**config.mk**
```make
export PLATFORM = sky130hd
export DESIGN_NAME = modular_exponentiation_flat
export DESIGN_NICKNAME = d
export VERILOG_FILES = /design/src/mexp_pkg.sv /design/src/mexp_req_if.sv /design/src/mexp_rsp_if.sv /design/src/modular_exponentiation.sv /design/src/mexp_ctrl.sv /design/src/mexp_dp.sv /design/src/flat_wrapper.sv
export SDC_FILE = /design/constraint.sdc
export NUM_CORES = 1
export LEC_CHECK = 0
export BUFFER_PORTS_ARGS = -buffer_cell sky130_fd_sc_hd__buf_4
export CAP_MARGIN = 20
export CELL_PAD_IN_SITES_DETAIL_PLACEMENT = 1
export CELL_PAD_IN_SITES_GLOBAL_PLACEMENT = 1
export CORE_ASPECT_RATIO = 2
export CORE_MARGIN = 4
export CORE_UTILIZATION = 43
export DETAILED_ROUTE_END_ITERATION = 7
export PLACE_DENSITY_LB_ADDON = 0.2
export SYNTH_ARGS = -nofsm -noshare
export SYNTH_HDL_FRONTEND = slang
export SYNTH_SLANG_ARGS = --single-unit
```
**constraint.sdc**
```tcl
create_clock -name clock -period 11.2 [get_ports clock]
set_input_delay 2.24 -clock clock [delete_from_list [all_inputs] [get_ports clock]]
set_output_delay 2.24 -clock clock [all_outputs]
set_load 0.005 [all_outputs]
```
**src/mexp_pkg.sv**
```systemverilog
// mexp_pkg: shared types and constants for the modular exponentiation block
// no dependencies; used by the interfaces, controller, datapath and top level
package mexp_pkg;

   // payload width of message and power_result words
   localparam int DATA_W = 31;
   // configuration write data width (widest register)
   localparam int CSR_W = 32;
   localparam int CSR_IDX_W = 1;

   // default parameter values
   localparam int MOD_BITS_DEF = 31;
   localparam int EXP_BITS_DEF = 32;

   // bit counter of the serial modular multiplier
   localparam int CNT_W = $clog2(DATA_W + 1);

   // register indexes
   localparam logic [CSR_IDX_W-1:0] CSR_MODULUS = 1'b0;
   localparam logic [CSR_IDX_W-1:0] CSR_EXPONENT = 1'b1;

   typedef enum logic [3:0] {
      ST_IDLE,
      ST_RED,
      ST_RED_WB,
      ST_CHECK,
      ST_MUL,
      ST_MUL_WB,
      ST_SQR_SET,
      ST_SQR,
      ST_SQR_WB,
      ST_FINISH
   } state_type;

   typedef enum logic [2:0] {
      CMD_NONE,
      CMD_LOAD,
      CMD_STEP,
      CMD_WB_BASE,
      CMD_SET_MUL,
      CMD_SET_SQR,
      CMD_WB_ACC,
      CMD_WB_SQR
   } cmd_type;

   typedef struct packed {
      logic unit_last;
      logic exp_zero;
      logic exp_bit0;
      logic exp_rest_zero;
   } status_type;

endpackage

```
**src/mexp_req_if.sv**
```systemverilog
// mexp_req_if: request channel carrying one message word
// depends on mexp_pkg for the payload width
interface mexp_req_if;
   logic                         valid;
   logic                         ready;
   logic [mexp_pkg::DATA_W-1:0]  message;

   modport source (output valid, output message, input ready);
   modport sink (input valid, input message, output ready);
endinterface

```
**src/mexp_rsp_if.sv**
```systemverilog
// mexp_rsp_if: response channel carrying one power_result word
// depends on mexp_pkg for the payload width
interface mexp_rsp_if;
   logic                         valid;
   logic                         ready;
   logic [mexp_pkg::DATA_W-1:0]  power_result;

   modport source (output valid, output power_result, input ready);
   modport sink (input valid, input power_result, output ready);
endinterface

```
**src/modular_exponentiation.sv**
```systemverilog
// modular_exponentiation: top level, configuration registers and result register
// depends on mexp_pkg, mexp_req_if, mexp_rsp_if, mexp_ctrl and mexp_dp
//
//   channel   dir   payload               handshake
//   req_ch    in    message[30:0]         valid/ready
//   rsp_ch    out   power_result[30:0]    valid/ready
//   csr_*     in    index, data[31:0]     write enable only
//
// one word at a time; each word first reduces the message, then for each exponent bit up to
// the highest set one runs a square pass, preceded by a multiply pass when the bit is set;
// the highest set bit skips its square, and a zero exponent goes straight to finish
// all passes run in the one shared bit-serial modular multiplier
// synchronous active-high reset; modulus resets to 1, exponent to 0
// finish waits for a free output register; the next word enters while a result waits
module modular_exponentiation #(
   parameter int MOD_BITS = mexp_pkg::MOD_BITS_DEF,
   parameter int EXP_BITS = mexp_pkg::EXP_BITS_DEF
) (
   input  logic                            clock,
   input  logic                            reset,
   mexp_req_if.sink                        req_ch,
   mexp_rsp_if.source                      rsp_ch,
   input  logic                            csr_wr_en,
   input  logic [mexp_pkg::CSR_IDX_W-1:0]  csr_index,
   input  logic [mexp_pkg::CSR_W-1:0]      csr_wr_data
);

   localparam int DW = mexp_pkg::DATA_W;

   // configuration registers
   logic [MOD_BITS-1:0] mod_ff;
   logic [EXP_BITS-1:0] exp_ff;

   // result register
   logic          rsp_valid_ff, rsp_valid_in;
   logic [DW-1:0] rsp_data_ff, rsp_data_in;

   mexp_pkg::cmd_type    cmd;
   mexp_pkg::status_type status;
   logic                 fin;
   logic                 rsp_free;
   logic [DW-1:0]        result;

   // register writes, ignoring bits above the configured widths
   always_ff @(posedge clock) begin
      if (reset) begin
         mod_ff <= MOD_BITS'(1);
         exp_ff <= '0;
      end else if (csr_wr_en) begin
         if (csr_index == mexp_pkg::CSR_MODULUS) begin
            mod_ff <= csr_wr_data[MOD_BITS-1:0];
         end
         if (csr_index == mexp_pkg::CSR_EXPONENT) begin
            exp_ff <= csr_wr_data[EXP_BITS-1:0];
         end
      end
   end

   // output register is free when empty or being emptied this cycle
   assign rsp_free = !rsp_valid_ff || rsp_ch.ready;

   mexp_ctrl u_ctrl (
      .clock     (clock),
      .reset     (reset),
      .req_valid (req_ch.valid),
      .rsp_free  (rsp_free),
      .status    (status),
      .cmd       (cmd),
      .req_ready (req_ch.ready),
      .fin       (fin)
   );

   mexp_dp #(
      .MOD_BITS (MOD_BITS),
      .EXP_BITS (EXP_BITS)
   ) u_dp (
      .clock    (clock),
      .reset    (reset),
      .cmd      (cmd),
      .modulus  (mod_ff),
      .exponent (exp_ff),
      .message  (req_ch.message),
      .status   (status),
      .result   (result)
   );

   always_comb begin
      rsp_valid_in = rsp_valid_ff;
      rsp_data_in  = rsp_data_ff;
      if (fin) begin
         rsp_valid_in = 1'b1;
         rsp_data_in  = result;
      end else if (rsp_ch.ready) begin
         rsp_valid_in = 1'b0;
      end
   end

   always_ff @(posedge clock) begin
      if (reset) begin
         rsp_valid_ff <= 1'b0;
      end else begin
         rsp_valid_ff <= rsp_valid_in;
      end
   end

   always_ff @(posedge clock) begin
      rsp_data_ff <= rsp_data_in;
   end

   assign rsp_ch.valid        = rsp_valid_ff;
   assign rsp_ch.power_result = rsp_data_ff;

`ifndef SYNTHESIS
   // one word in flight: an accepted word closes the request side
   a_one_in_flight: assert property (@(posedge clock) disable iff (reset)
      (req_ch.valid && req_ch.ready) |=> !req_ch.ready)
      else $error("request accepted while a word is in flight");

   // a finished word never overwrites an undelivered result
   a_no_overwrite: assert property (@(posedge clock) disable iff (reset)
      fin |-> (!rsp_valid_ff || rsp_ch.ready))
      else $error("result register overwritten");

   // a zero modulus always yields a zero result
   a_zero_modulus: assert property (@(posedge clock) disable iff (reset)
      (fin && (mod_ff == '0)) |=> (rsp_ch.power_result == '0))
      else $error("nonzero result with zero modulus");
`endif

endmodule

```
**src/mexp_ctrl.sv**
```systemverilog
// mexp_ctrl: sequencer for reduce, multiply and square passes
// depends on mexp_pkg for state, command and status types
module mexp_ctrl (
   input  logic                  clock,
   input  logic                  reset,
   input  logic                  req_valid,
   input  logic                  rsp_free,
   input  mexp_pkg::status_type  status,
   output mexp_pkg::cmd_type     cmd,
   output logic                  req_ready,
   output logic                  fin
);

   mexp_pkg::state_type state_ff;
   mexp_pkg::state_type state_in;

   always_ff @(posedge clock) begin
      if (reset) begin
         state_ff <= mexp_pkg::ST_IDLE;
      end else begin
         state_ff <= state_in;
      end
   end

   always_comb begin
      state_in  = state_ff;
      cmd       = mexp_pkg::CMD_NONE;
      req_ready = 1'b0;
      fin       = 1'b0;
      case (state_ff)
         mexp_pkg::ST_IDLE: begin
            req_ready = 1'b1;
            if (req_valid) begin
               cmd      = mexp_pkg::CMD_LOAD;
               state_in = mexp_pkg::ST_RED;
            end
         end
         mexp_pkg::ST_RED: begin
            cmd = mexp_pkg::CMD_STEP;
            if (status.unit_last) begin
               state_in = mexp_pkg::ST_RED_WB;
            end
         end
         mexp_pkg::ST_RED_WB: begin
            cmd      = mexp_pkg::CMD_WB_BASE;
            state_in = mexp_pkg::ST_CHECK;
         end
         mexp_pkg::ST_CHECK: begin
            if (status.exp_zero) begin
               state_in = mexp_pkg::ST_FINISH;
            end else if (status.exp_bit0) begin
               cmd      = mexp_pkg::CMD_SET_MUL;
               state_in = mexp_pkg::ST_MUL;
            end else begin
               cmd      = mexp_pkg::CMD_SET_SQR;
               state_in = mexp_pkg::ST_SQR;
            end
         end
         mexp_pkg::ST_MUL: begin
            cmd = mexp_pkg::CMD_STEP;
            if (status.unit_last) begin
               state_in = mexp_pkg::ST_MUL_WB;
            end
         end
         mexp_pkg::ST_MUL_WB: begin
            cmd = mexp_pkg::CMD_WB_ACC;
            // no higher exponent bits: the remaining squarings are dead
            if (status.exp_rest_zero) begin
               state_in = mexp_pkg::ST_FINISH;
            end else begin
               state_in = mexp_pkg::ST_SQR_SET;
            end
         end
         mexp_pkg::ST_SQR_SET: begin
            // coming from a multiply the square still has to run
            cmd      = mexp_pkg::CMD_SET_SQR;
            state_in = mexp_pkg::ST_SQR;
         end
         mexp_pkg::ST_SQR: begin
            cmd = mexp_pkg::CMD_STEP;
            if (status.unit_last) begin
               state_in = mexp_pkg::ST_SQR_WB;
            end
         end
         mexp_pkg::ST_SQR_WB: begin
            cmd      = mexp_pkg::CMD_WB_SQR;
            state_in = mexp_pkg::ST_CHECK;
         end
         mexp_pkg::ST_FINISH: begin
            if (rsp_free) begin
               fin      = 1'b1;
               state_in = mexp_pkg::ST_IDLE;
            end
         end
         default: begin
            state_in = mexp_pkg::ST_IDLE;
         end
      endcase
   end

endmodule

```
**src/mexp_dp.sv**
```systemverilog
// mexp_dp: operand registers and bit-serial interleaved modular multiplier
// depends on mexp_pkg for command and status types; driven by mexp_ctrl
module mexp_dp #(
   parameter int MOD_BITS = mexp_pkg::MOD_BITS_DEF,
   parameter int EXP_BITS = mexp_pkg::EXP_BITS_DEF
) (
   input  logic                         clock,
   input  logic                         reset,
   input  mexp_pkg::cmd_type            cmd,
   input  logic [MOD_BITS-1:0]          modulus,
   input  logic [EXP_BITS-1:0]          exponent,
   input  logic [mexp_pkg::DATA_W-1:0]  message,
   output mexp_pkg::status_type         status,
   output logic [mexp_pkg::DATA_W-1:0]  result
);

   localparam int DW = mexp_pkg::DATA_W;
   localparam int CW = mexp_pkg::CNT_W;
   localparam int MB = MOD_BITS;

   logic [MB-1:0]       base_ff, base_in;
   logic [MB-1:0]       acc_ff, acc_in;
   logic [EXP_BITS-1:0] exp_ff, exp_in;
   logic [MB-1:0]       r_ff, r_in;
   logic [MB-1:0]       a_ff, a_in;
   logic [DW-1:0]       b_ff, b_in;
   logic [CW-1:0]       cnt_ff, cnt_in;

   logic [MB:0]   m_ext;
   logic [MB:0]   t_dbl;
   logic [MB:0]   t_red;
   logic [MB-1:0] addend;
   logic [MB:0]   t_sum;
   logic [MB:0]   t_fin;

   // one step: r = (2r + bit*a) mod m, one compare-subtract per half
   always_comb begin
      m_ext  = {1'b0, modulus};
      t_dbl  = {r_ff, 1'b0};
      t_red  = (t_dbl >= m_ext) ? (t_dbl - m_ext) : t_dbl;
      addend = b_ff[DW-1] ? a_ff : '0;
      t_sum  = {1'b0, t_red[MB-1:0]} + {1'b0, addend};
      t_fin  = (t_sum >= m_ext) ? (t_sum - m_ext) : t_sum;
   end

   always_comb begin
      base_in = base_ff;
      acc_in  = acc_ff;
      exp_in  = exp_ff;
      r_in    = r_ff;
      a_in    = a_ff;
      b_in    = b_ff;
      cnt_in  = cnt_ff;
      case (cmd)
         mexp_pkg::CMD_LOAD: begin
            // reduce the message: multiply by one, scanning all message bits
            b_in   = message;
            a_in   = MB'(1);
            r_in   = '0;
            cnt_in = CW'(DW);
            acc_in = MB'(1);
            exp_in = exponent;
         end
         mexp_pkg::CMD_STEP: begin
            r_in   = t_fin[MB-1:0];
            b_in   = b_ff << 1;
            cnt_in = cnt_ff - CW'(1);
         end
         mexp_pkg::CMD_WB_BASE: begin
            base_in = r_ff;
         end
         mexp_pkg::CMD_SET_MUL: begin
            a_in   = base_ff;
            b_in   = DW'(acc_ff) << (DW - MB);
            r_in   = '0;
            cnt_in = CW'(MB);
         end
         mexp_pkg::CMD_SET_SQR: begin
            a_in   = base_ff;
            b_in   = DW'(base_ff) << (DW - MB);
            r_in   = '0;
            cnt_in = CW'(MB);
         end
         mexp_pkg::CMD_WB_ACC: begin
            acc_in = r_ff;
         end
         mexp_pkg::CMD_WB_SQR: begin
            base_in = r_ff;
            exp_in  = exp_ff >> 1;
         end
         mexp_pkg::CMD_NONE: begin
         end
         default: begin
         end
      endcase
   end

   always_ff @(posedge clock) begin
      if (reset) begin
         cnt_ff <= '0;
      end else begin
         cnt_ff <= cnt_in;
      end
   end

   always_ff @(posedge clock) begin
      base_ff <= base_in;
      acc_ff  <= acc_in;
      exp_ff  <= exp_in;
      r_ff    <= r_in;
      a_ff    <= a_in;
      b_ff    <= b_in;
   end

   always_comb begin
      status.unit_last     = (cnt_ff == CW'(1));
      status.exp_zero      = (exp_ff == '0);
      status.exp_bit0      = exp_ff[0];
      status.exp_rest_zero = ((exp_ff >> 1) == '0);
   end

   // zero modulus gives zero; otherwise the accumulator (one if never multiplied)
   assign result = (modulus == '0) ? '0 : DW'(acc_ff);

endmodule

```
**src/flat_wrapper.sv**
```systemverilog
// flat-port wrapper written by rule: the top's interface ports become plain ports
module modular_exponentiation_flat 
#(
   parameter int MOD_BITS = mexp_pkg::MOD_BITS_DEF,
   parameter int EXP_BITS = mexp_pkg::EXP_BITS_DEF
)
  (clock, reset, csr_wr_en, csr_index, csr_wr_data, req_ch_valid, req_ch_message, req_ch_ready, rsp_ch_valid, rsp_ch_power_result, rsp_ch_ready);
  mexp_req_if req_ch_i ();
  mexp_rsp_if rsp_ch_i ();
  input  logic clock;
  input  logic reset;
  input  logic csr_wr_en;
  input  logic [mexp_pkg::CSR_IDX_W-1:0] csr_index;
  input  logic [mexp_pkg::CSR_W-1:0] csr_wr_data;
  input wire logic [$bits(req_ch_i.valid)-1:0] req_ch_valid;
  input wire logic [$bits(req_ch_i.message)-1:0] req_ch_message;
  output wire logic [$bits(req_ch_i.ready)-1:0] req_ch_ready;
  output wire logic [$bits(rsp_ch_i.valid)-1:0] rsp_ch_valid;
  output wire logic [$bits(rsp_ch_i.power_result)-1:0] rsp_ch_power_result;
  input wire logic [$bits(rsp_ch_i.ready)-1:0] rsp_ch_ready;
  assign req_ch_i.valid = req_ch_valid;
  assign req_ch_i.message = req_ch_message;
  assign req_ch_ready = req_ch_i.ready;
  assign rsp_ch_valid = rsp_ch_i.valid;
  assign rsp_ch_power_result = rsp_ch_i.power_result;
  assign rsp_ch_i.ready = rsp_ch_ready;
  modular_exponentiation #(.MOD_BITS(MOD_BITS), .EXP_BITS(EXP_BITS)) u_core (.clock(clock), .reset(reset), .req_ch(req_ch_i), .rsp_ch(rsp_ch_i), .csr_wr_en(csr_wr_en), .csr_index(csr_index), .csr_wr_data(csr_wr_data));
endmodule
```
==> reports/qor.yml, run 1 <==
avgViaCountPerCell: 5.64
path_max_fanout: 11
hp-class: "flip-flop to flip-flop"
avgSynthCellArea_um2: 9.88
start_util_pct: 43.4
gp_congestion: 0.911
cpMaxStageDelayCell: "a31oi_1"
cts_hold_buffers: 0
synth_top_cell_by_area: "edfxtp_1"
cp_slowest_stage_delay_ns: 0.63
fmax_mhz: 116
finalMaxSlewViolations: 0
root_buffer: "clkbuf_16"
wl_per_cell_um: 21.5
use_met2_pct: 44.9
worstMarginPinSlew_ns: 1.06
cpMostUsedCell: "a21oi_1"
end_kind: "flip-flop"
diodes: 0
drc_errors: 0
synthArstFlopShare_pct: 0
design.die.area_um2: 44100
grt_pass1_vias: 14600
yosysUniqueCellTypes: 78
nFillCells: 4448
cts.reportedPaths.clkPinSlew_ns: 0.07
hpwl_um: 40300
cts_sinks: 291
overflow: 0
busiest_layer: "met2"
drtPass1Iterations: 5
synthCells: 1766
rsz0062_at_grt: "no"
place_ws_ns: 2.75
area_growth_pct: 12.7
drive_gt1_share_pct: 13.4
worstPathArrival_ns: 8.89
syn_nets: 1933
cts-buffers-inserted: 27
synth_top_area_share_pct: 37.5
cts-resized-gates: 0
path_depth: 31
grt_use_total_pct: 23.0
required_ns: 11.48
htree_levels: 1
core_um2: 40200
cp_top_family: "compound AO/OA/AOI/OAI gates"
setup_tns_ns: 0
finalCritPeriodShare_pct: 76.8
setup_violations: 0
drt_iter0_markers: 465
grtUsageMet3_pct: 1.83
yosys.cell_count.top_type: "a21oi_1"
ys.flop_type: "edfxtp_1"
yosys_warnings: 0
fin_hold_ws_ns: 0.450
final_nets: 1998
synth_common_cells: "219 x a21oi_1, 218 x edfxtp_1, 216 x nand2_1"
use_met1_pct: 25.2
cts_tree: "yes"
yosysSeqAreaShare_pct: 45.9
critPathLaunchType: "flip-flop"
drt_wl_total_um: 51200
syn_area_um2: 17400
die_y_um: 293
drtAntennaViolNets: 0
finalHoldViolations: 0
post-cts-setup-buffer-count: 0
die_w_um: 150
io_pins: 102
clock_latency_ns: 0.57
period_minus_slack_ns: 8.61
synth_area_leaders: "edfxtp_1 38%, dfxtp_1 8.4%, ha_1 6.8%"
synth_edf_count: 218
antenna_found_initial: 0
grt_pass1_wl_um: 80100
finalNonFillerCells: 2382
status: "completed"
synth_seq_cells: 291
timing_worst_setup_path_type: "flip-flop to flip-flop"
grt_max_degree: 74
vias: 13400
port_buffers: 101
min_path_cells: 2
slew_headroom_pct: 29.1
max-cap-violations: 0
num_rows: 104
fin_ws_ns: 2.59
ff2ff_path_depth: 31
path_buf_inv: 1
placed_cells: 2332
cts_buffer_depth: 3
fin_skew_ns: 0.0155
worst paths after layout:
kind	from	endpoint	slack (ns)
worst max-delay path	u_core.mod_ff[0]	u_core.u_dp.r_ff[29]	2.59
worst min-delay path	u_core.exp_ff[31]	u_core.exp_ff[31]	0.45
worst min register to register	u_core.exp_ff[31]	u_core.exp_ff[31]	0.45
worst max register to register	u_core.mod_ff[0]	u_core.u_dp.r_ff[29]	2.59
cell usage in the layout, fill, tap and decap left out, types with 13 or more instances in the layout:
master	instances
nor4_1	18
or3_1	13
a21oi_1	219
a21o_1	36
nand4_1	19
nand2_1	216
xnor2_1	58
dfxtp_1	73
ha_1	95
clkbuf_16	28
o21a_1	17
nor2_1	74
o21ai_0	38
buf_4	122
mux2i_1	36
inv_1	57
mux2_2	31
nor2b_1	71
nor3_1	23
a211oi_1	43
edfxtp_1	218
nand2b_1	13
and3_1	36
and2_1	68
xor2_1	25
nand3_1	22
worst min-delay path: stages, from the launching register on:
cell and delay (ns):
dfxtp_1 0.31, nand2_1 0.05, a21oi_1 0.05
routing by layer:
metal / wire, µm / vias to the layer above
met2: 28100 / 222
met5: 0 / -
li1: - / 6576
met3: 1370 / 80
met1: 19600 / 6564
met4: 2100 / 0
state kept, by name, summed over array words and instances, names as in the netlist:
name and cells:
u_core.u_dp.cnt_ff 5, u_core.exp_ff 32, u_core.rsp_ch.power_result 31, u_core.u_ctrl.state_ff 4
u_core.u_dp.b_ff 31, u_core.u_dp.base_ff 31, u_core.u_dp.a_ff 31, u_core.mod_ff 31
u_core.u_dp.r_ff 31, u_core.rsp_ch.valid 1, u_core.u_dp.acc_ff 31, u_core.u_dp.exp_ff 32
through the flow:
step                      cell area, µm²  utilization (%)
final                              19700             48.9
after global routing               19700             48.9
after CTS                          19700             48.9
after detailed placement           18700             46.6
after global placement             18700             46.6
after floorplan                    17400                -
cells by family after synthesis:
kind of cell    synth area share (%)
simple gates                    17.2
compound gates                  17.0
flops                           45.9
buf+inv                         3.37
fa+ha+maj                       7.16
xor+xnor                        4.17
mux                             5.16
layout make-up:
class	instances	area (µm²)	area share [%]
Sequential cell	291	8010	40.7
Multi-Input combinational cell	1329	8920	45.4
Clock inverter	18	184	0.936
Timing Repair Buffer	123	931	4.74
Inverter	59	221	1.13
Tap cell	530	663	3.37
Clock buffer	32	736	3.74
Power of run 1 is left out: the tool's default activity adds up to more than one toggle a clock period on the data nets, which glitch-free logic cannot reach.
==> run 2, diff against run 1 <==
==> constraint.sdc (replaced) <==
create_clock -name clock -period 7.9 [get_ports clock]
set_input_delay 1.58 -clock clock [delete_from_list [all_inputs] [get_ports clock]]
set_output_delay 1.58 -clock clock [all_outputs]
set_load 0.005 [all_outputs]
==> run 2 against run 1 <==
- worst hold slack improved by 0.0021 ns
- die area unchanged
- fmax up 14%
- setup slack worse by 2.3 ns
- non-clock buffer count up 33
- critical endpoint is now u_core.u_dp.r_ff[26]
==> reports/qor.yml, run 2 (synthesized netlist as in run 1, its figures left out) <==
grtUsageMet3_pct: 1.70  # was 1.83%
layout_commonest_cell: "edfxtp_1"  # was a21oi_1
period_minus_slack_ns: 7.57  # was 8.61 ns
cts_sinks: 291  # unchanged
avgViaCountPerCell: 5.64  # about the same
timing_worst_setup_path_type: "flip-flop to flip-flop"  # unchanged
drtPass1Iterations: 5  # unchanged
drive_gt1_share_pct: 15.1  # was 13.4%
wl_per_cell_um: 21.5  # about the same
place_ws_ns: 0.168  # was 2.75 ns
grt_pass1_wl_um: 81200  # was 80100 µm
hpwl_um: 40200  # was 40300 µm
final_nets: 2032  # was 1998
drt_iter0_markers: 525  # was 465
fin_skew_ns: 0.0207  # was 0.0155 ns
grt_pass1_vias: 14900  # was 14600
hp-class: "flip-flop to flip-flop"  # unchanged
worstMarginPinSlew_ns: 0.921  # was 1.06 ns
fin_hold_ws_ns: 0.452  # was 0.450 ns
cp_top_family: "compound AO/OA/AOI/OAI gates"  # unchanged
cts_tree: "yes"  # unchanged
gp_congestion: 0.922  # was 0.911
port_buffers: 101  # unchanged
setup_violations: 0  # unchanged
htree_levels: 1  # unchanged
num_rows: 104  # unchanged
root_buffer: "clkbuf_16"  # unchanged
grt_max_degree: 74  # unchanged
drc_errors: 0  # unchanged
drtAntennaViolNets: 0  # unchanged
path_max_fanout: 5  # was 11
end_kind: "flip-flop"  # unchanged
nFillCells: 4522  # was 4448
critPathLaunchType: "flip-flop"  # unchanged
die_w_um: 150  # unchanged
max-cap-violations: 0  # unchanged
grt_use_total_pct: 23.4  # was 23.0%
setup_tns_ns: 0  # unchanged
status: "completed"  # unchanged
area_growth_pct: 14.0  # was 12.7%
slew_headroom_pct: 38.6  # was 29.1%
cts_buffer_depth: 3  # unchanged
io_pins: 102  # unchanged
worstPathArrival_ns: 7.98  # was 8.89 ns
use_met1_pct: 25.9  # was 25.2%
cts-buffers-inserted: 27  # unchanged
use_met2_pct: 44.7  # was 44.9%
cpMaxStageDelayCell: "a2111oi_0"  # was a31oi_1
cts_hold_buffers: 0  # unchanged
finalHoldViolations: 0  # unchanged
fin_ws_ns: 0.325  # was 2.59 ns
busiest_layer: "met2"  # unchanged
diodes: 0  # unchanged
cpMostUsedCell: "buf_4"  # was a21oi_1
finalCritPeriodShare_pct: 95.9  # was 76.8%
overflow: 0  # unchanged
placed_area_um2: 18900  # was 18700 µm²
rsz0062_at_grt: "no"  # unchanged
final_cell_mix: "218 x edfxtp_1, 217 x a21oi_1, 216 x nand2_1"  # was 219 x a21oi_1, 218 x edfxtp_1, 216 x nand2_1
start_util_pct: 43.4  # unchanged
vias: 13600  # was 13400
fmax_mhz: 132  # was 116 MHz
die_y_um: 293  # unchanged
cts.reportedPaths.clkPinSlew_ns: 0.07  # about the same
antenna_found_initial: 0  # unchanged
finalMaxSlewViolations: 0  # unchanged
largestRegisters: "u_core.exp_ff x32, u_core.u_dp.exp_ff x32"  # unchanged
drt_wl_total_um: 51900  # was 51200 µm
clock_latency_ns: 0.56  # was 0.57 ns
stdcell_area_um2: 19900  # was 19700 µm²
core_um2: 40200  # unchanged
design.die.area_um2: 44100  # unchanged
cp_slowest_stage_delay_ns: 0.67  # was 0.63 ns
required_ns: 8.31  # was 11.48 ns
path_buf_inv: 5  # was 1
[run 2: cell types whose count changed in the layout (fill, tap and decap cells not counted), sizes merged]
cell	before	now
inv	64	61
buf	123	156
bufinv	3	1
clkinvlp	0	4
o21ai	54	55
clkinv	10	7
clkbuf	32	33
[run 2: timing repair]
action | in CTS | in global routing
resized for setup | 0 | 13
endpoints found under the setup margin | 0 | 27
buffers inserted | 0 | 6
[run 2: path summary, 6_finish.rpt]
check	from	to	slack, ns	cells after the start
max	u_core.u_dp.r_ff[9]	u_core.u_dp.r_ff[26]	0.33	31
min	u_core.exp_ff[11]	u_core.exp_ff[11]	0.45	2
max reg2reg	u_core.u_dp.r_ff[9]	u_core.u_dp.r_ff[26]	0.33	31
min reg2reg	u_core.exp_ff[11]	u_core.exp_ff[11]	0.45	2
[run 2: layout make-up]
class | count | area, µm² | area share, %
Tap cell | 530 | 663 | 3.34
Sequential cell | 291 | 8010 | 40.3
Timing Repair Buffer | 156 | 1200 | 6.03
Multi-Input combinational cell | 1330 | 8970 | 45.1
Inverter | 59 | 224 | 1.13
Clock buffer | 33 | 698 | 3.51
Clock inverter | 14 | 118 | 0.591
[run 2: tightest hold or removal path, cell delays in order (launching register included)]
cell and delay (ns):
dfxtp_1 0.31, nand2_1 0.05, a21oi_1 0.05
[run 2: routing by layer]
metal / wire [µm] / part of all wire (%)
met2: 28300 / 54
met4: 2650 / 5.1
met5: 0 / 0
met3: 1320 / 2.5
met1: 19700 / 38
[run 2: stage by stage]
step | std cells | util [%]
after floorplan | 1766 | -
after global placement | 2359 | 47.1
after detailed placement | 2359 | 47.1
after CTS | 2406 | 49.2
after global routing | 2413 | 49.5
final | 2413 | 49.5
Power of run 2 is left out for the same reason.
==> run 3, diff against run 2 <==
--- a/config.mk
+++ b/config.mk
@@ -13,7 +13,7 @@
 export CORE_MARGIN = 4
 export CORE_UTILIZATION = 43
 export DETAILED_ROUTE_END_ITERATION = 7
-export PLACE_DENSITY_LB_ADDON = 0.2
+export PLACE_DENSITY = 0.82
 export SYNTH_ARGS = -nofsm -noshare
 export SYNTH_HDL_FRONTEND = slang
 export SYNTH_SLANG_ARGS = --single-unit
==> run 3 against run 2 <==
- clock skew shrank 0.0046 ns
- via count grew 1.9%
- fmax grew 1.5%
- register-to-register slack gained 0.11 ns
- first-iteration DRC count grew 5.9%
- critical path depth is the same
- highest routed layer unchanged
- routed wire length grew 1.9%
- cell count grew 1.3%
- global-route usage grew 0.58 points
==> reports/qor.yml, run 3 (synthesized netlist as in run 1, its figures left out) <==
avgViaCountPerCell: 5.67  # was 5.64
drt_wl_total_um: 52900  # was 51900 µm
post-route-util_pct: 50.1  # was 49.5%
fin_hold_ws_ns: 0.454  # was 0.452 ns
hp-start: "u_core.exp_ff[31]"  # was u_core.exp_ff[11]
placed_area_um2: 19200  # was 18900 µm²
port_buffers: 101  # unchanged
antenna_found_initial: 0  # unchanged
drive_gt1_share_pct: 16.7  # was 15.1%
r2r_start: "u_core.u_dp.r_ff[3]"  # was u_core.u_dp.r_ff[9]
hp-class: "flip-flop to flip-flop"  # unchanged
final_nets: 2062  # was 2032
core_um2: 40200  # unchanged
area_growth_pct: 15.5  # was 14.0%
finalCritPeriodShare_pct: 94.4  # was 95.9%
stdcell_area_um2: 20200  # was 19900 µm²
gp_congestion: 0.940  # was 0.922
drtAntennaViolNets: 0  # unchanged
fin_skew_ns: 0.0162  # was 0.0207 ns
end_kind: "flip-flop"  # unchanged
cpMostUsedCell: "a21oi_1"  # was buf_4
clock_latency_ns: 0.58  # was 0.56 ns
cts.reportedPaths.clkPinSlew_ns: 0.07  # about the same
largestRegisters: "u_core.exp_ff x32, u_core.u_dp.exp_ff x32"  # unchanged
htree_levels: 1  # unchanged
overflow: 0  # unchanged
grt_max_degree: 74  # unchanged
worstPathArrival_ns: 7.77  # was 7.98 ns
setup_tns_ns: 0  # unchanged
cp_slowest_stage_delay_ns: 0.45  # was 0.67 ns
finalHoldViolations: 0  # unchanged
cts-buffers-inserted: 27  # unchanged
diodes: 0  # unchanged
cts_buffer_depth: 3  # unchanged
cp-startpoint: "u_core.u_dp.r_ff[3]"  # was u_core.u_dp.r_ff[9]
io_pins: 102  # unchanged
final_cell_mix: "218 x a21oi_1, 218 x edfxtp_1, 216 x nand2_1"  # was 218 x edfxtp_1, 217 x a21oi_1, 216 x nand2_1
period_minus_slack_ns: 7.46  # was 7.57 ns
grt_pass1_wl_um: 83000  # was 81200 µm
grt_use_total_pct: 23.9  # was 23.4%
max-cap-violations: 0  # unchanged
die_w_um: 150  # unchanged
wl_per_cell_um: 21.6  # was 21.5 µm
path_max_fanout: 7  # was 5
hpwl_um: 41600  # was 40200 µm
rsz0062_at_grt: "no"  # unchanged
worstMarginPinSlew_ns: 1.04  # was 0.921 ns
drt_iter0_markers: 556  # was 525
required_ns: 8.21  # was 8.31 ns
critPathLaunchType: "flip-flop"  # unchanged
setup_violations: 0  # unchanged
design.die.area_um2: 44100  # unchanged
num_rows: 104  # unchanged
cpMaxStageDelayCell: "edfxtp_1"  # was a2111oi_0
drtPass1Iterations: 5  # unchanged
cts_sinks: 291  # unchanged
nFillCells: 4483  # was 4522
root_buffer: "clkbuf_16"  # unchanged
timing_worst_setup_path_type: "flip-flop to flip-flop"  # unchanged
fmax_mhz: 134  # was 132 MHz
finalMaxSlewViolations: 0  # unchanged
drc_errors: 0  # unchanged
start_util_pct: 43.4  # unchanged
cts_tree: "yes"  # unchanged
vias: 13900  # was 13600
slew_headroom_pct: 30.3  # was 38.6%
grt_pass1_vias: 15200  # was 14900
die_y_um: 293  # unchanged
status: "completed"  # unchanged
cts_hold_buffers: 0  # unchanged
[run 3: cell type report]
class                           count  area, µm²  share of cell area, %
Tap cell                          530        663                   3.29
Clock buffer                       27        676                   3.35
Timing Repair Buffer              187       1420                   7.04
Clock inverter                     22        215                   1.07
Sequential cell                   291       8010                   39.7
Inverter                           59        221                   1.10
Multi-Input combinational cell   1329       8960                   44.4
[run 3: critical path: cells and delay by family (launching register included)]
family	cells	cell delay (ns)
mux	1	0.30
compound gates	20	3.78
buf+inv	2	0.39
flops	1	0.45
fa+ha+maj	3	1.09
simple gates	5	1.16
[run 3: metal layers]
metal	track usage, %	part of all wire, %	wire length, µm	vias to the layer above
li1	-	-	-	6690
met1	25.4	37	19300	6783
met2	46.1	55	28900	293
met3	1.63	2.9	1560	108
met4	12.4	5.8	3070	0
met5	0	0	0	-
[run 3: per-stage QoR]
step	setup WS (ns)	std cells
floorplan	1.25	1766
global placement	0.527	2395
detailed placement	0.302	2395
CTS	0.287	2444
global route	0.0229	2445
finish	0.439	2445
[run 3: worst paths after layout]
path | endpoint | slack, ns | cells after the start
min | u_core.exp_ff[31] | 0.45 | 2
min reg2reg | u_core.exp_ff[31] | 0.45 | 2
max | u_core.u_dp.r_ff[29] | 0.44 | 31
max reg2reg | u_core.u_dp.r_ff[29] | 0.44 | 31
[run 3: timing repair]
action | CTS | global route
endpoints found under the setup margin | 0 | 30
buffers inserted | 0 | 1
resized for setup | 0 | 10
Power of run 3 is left out for the same reason.
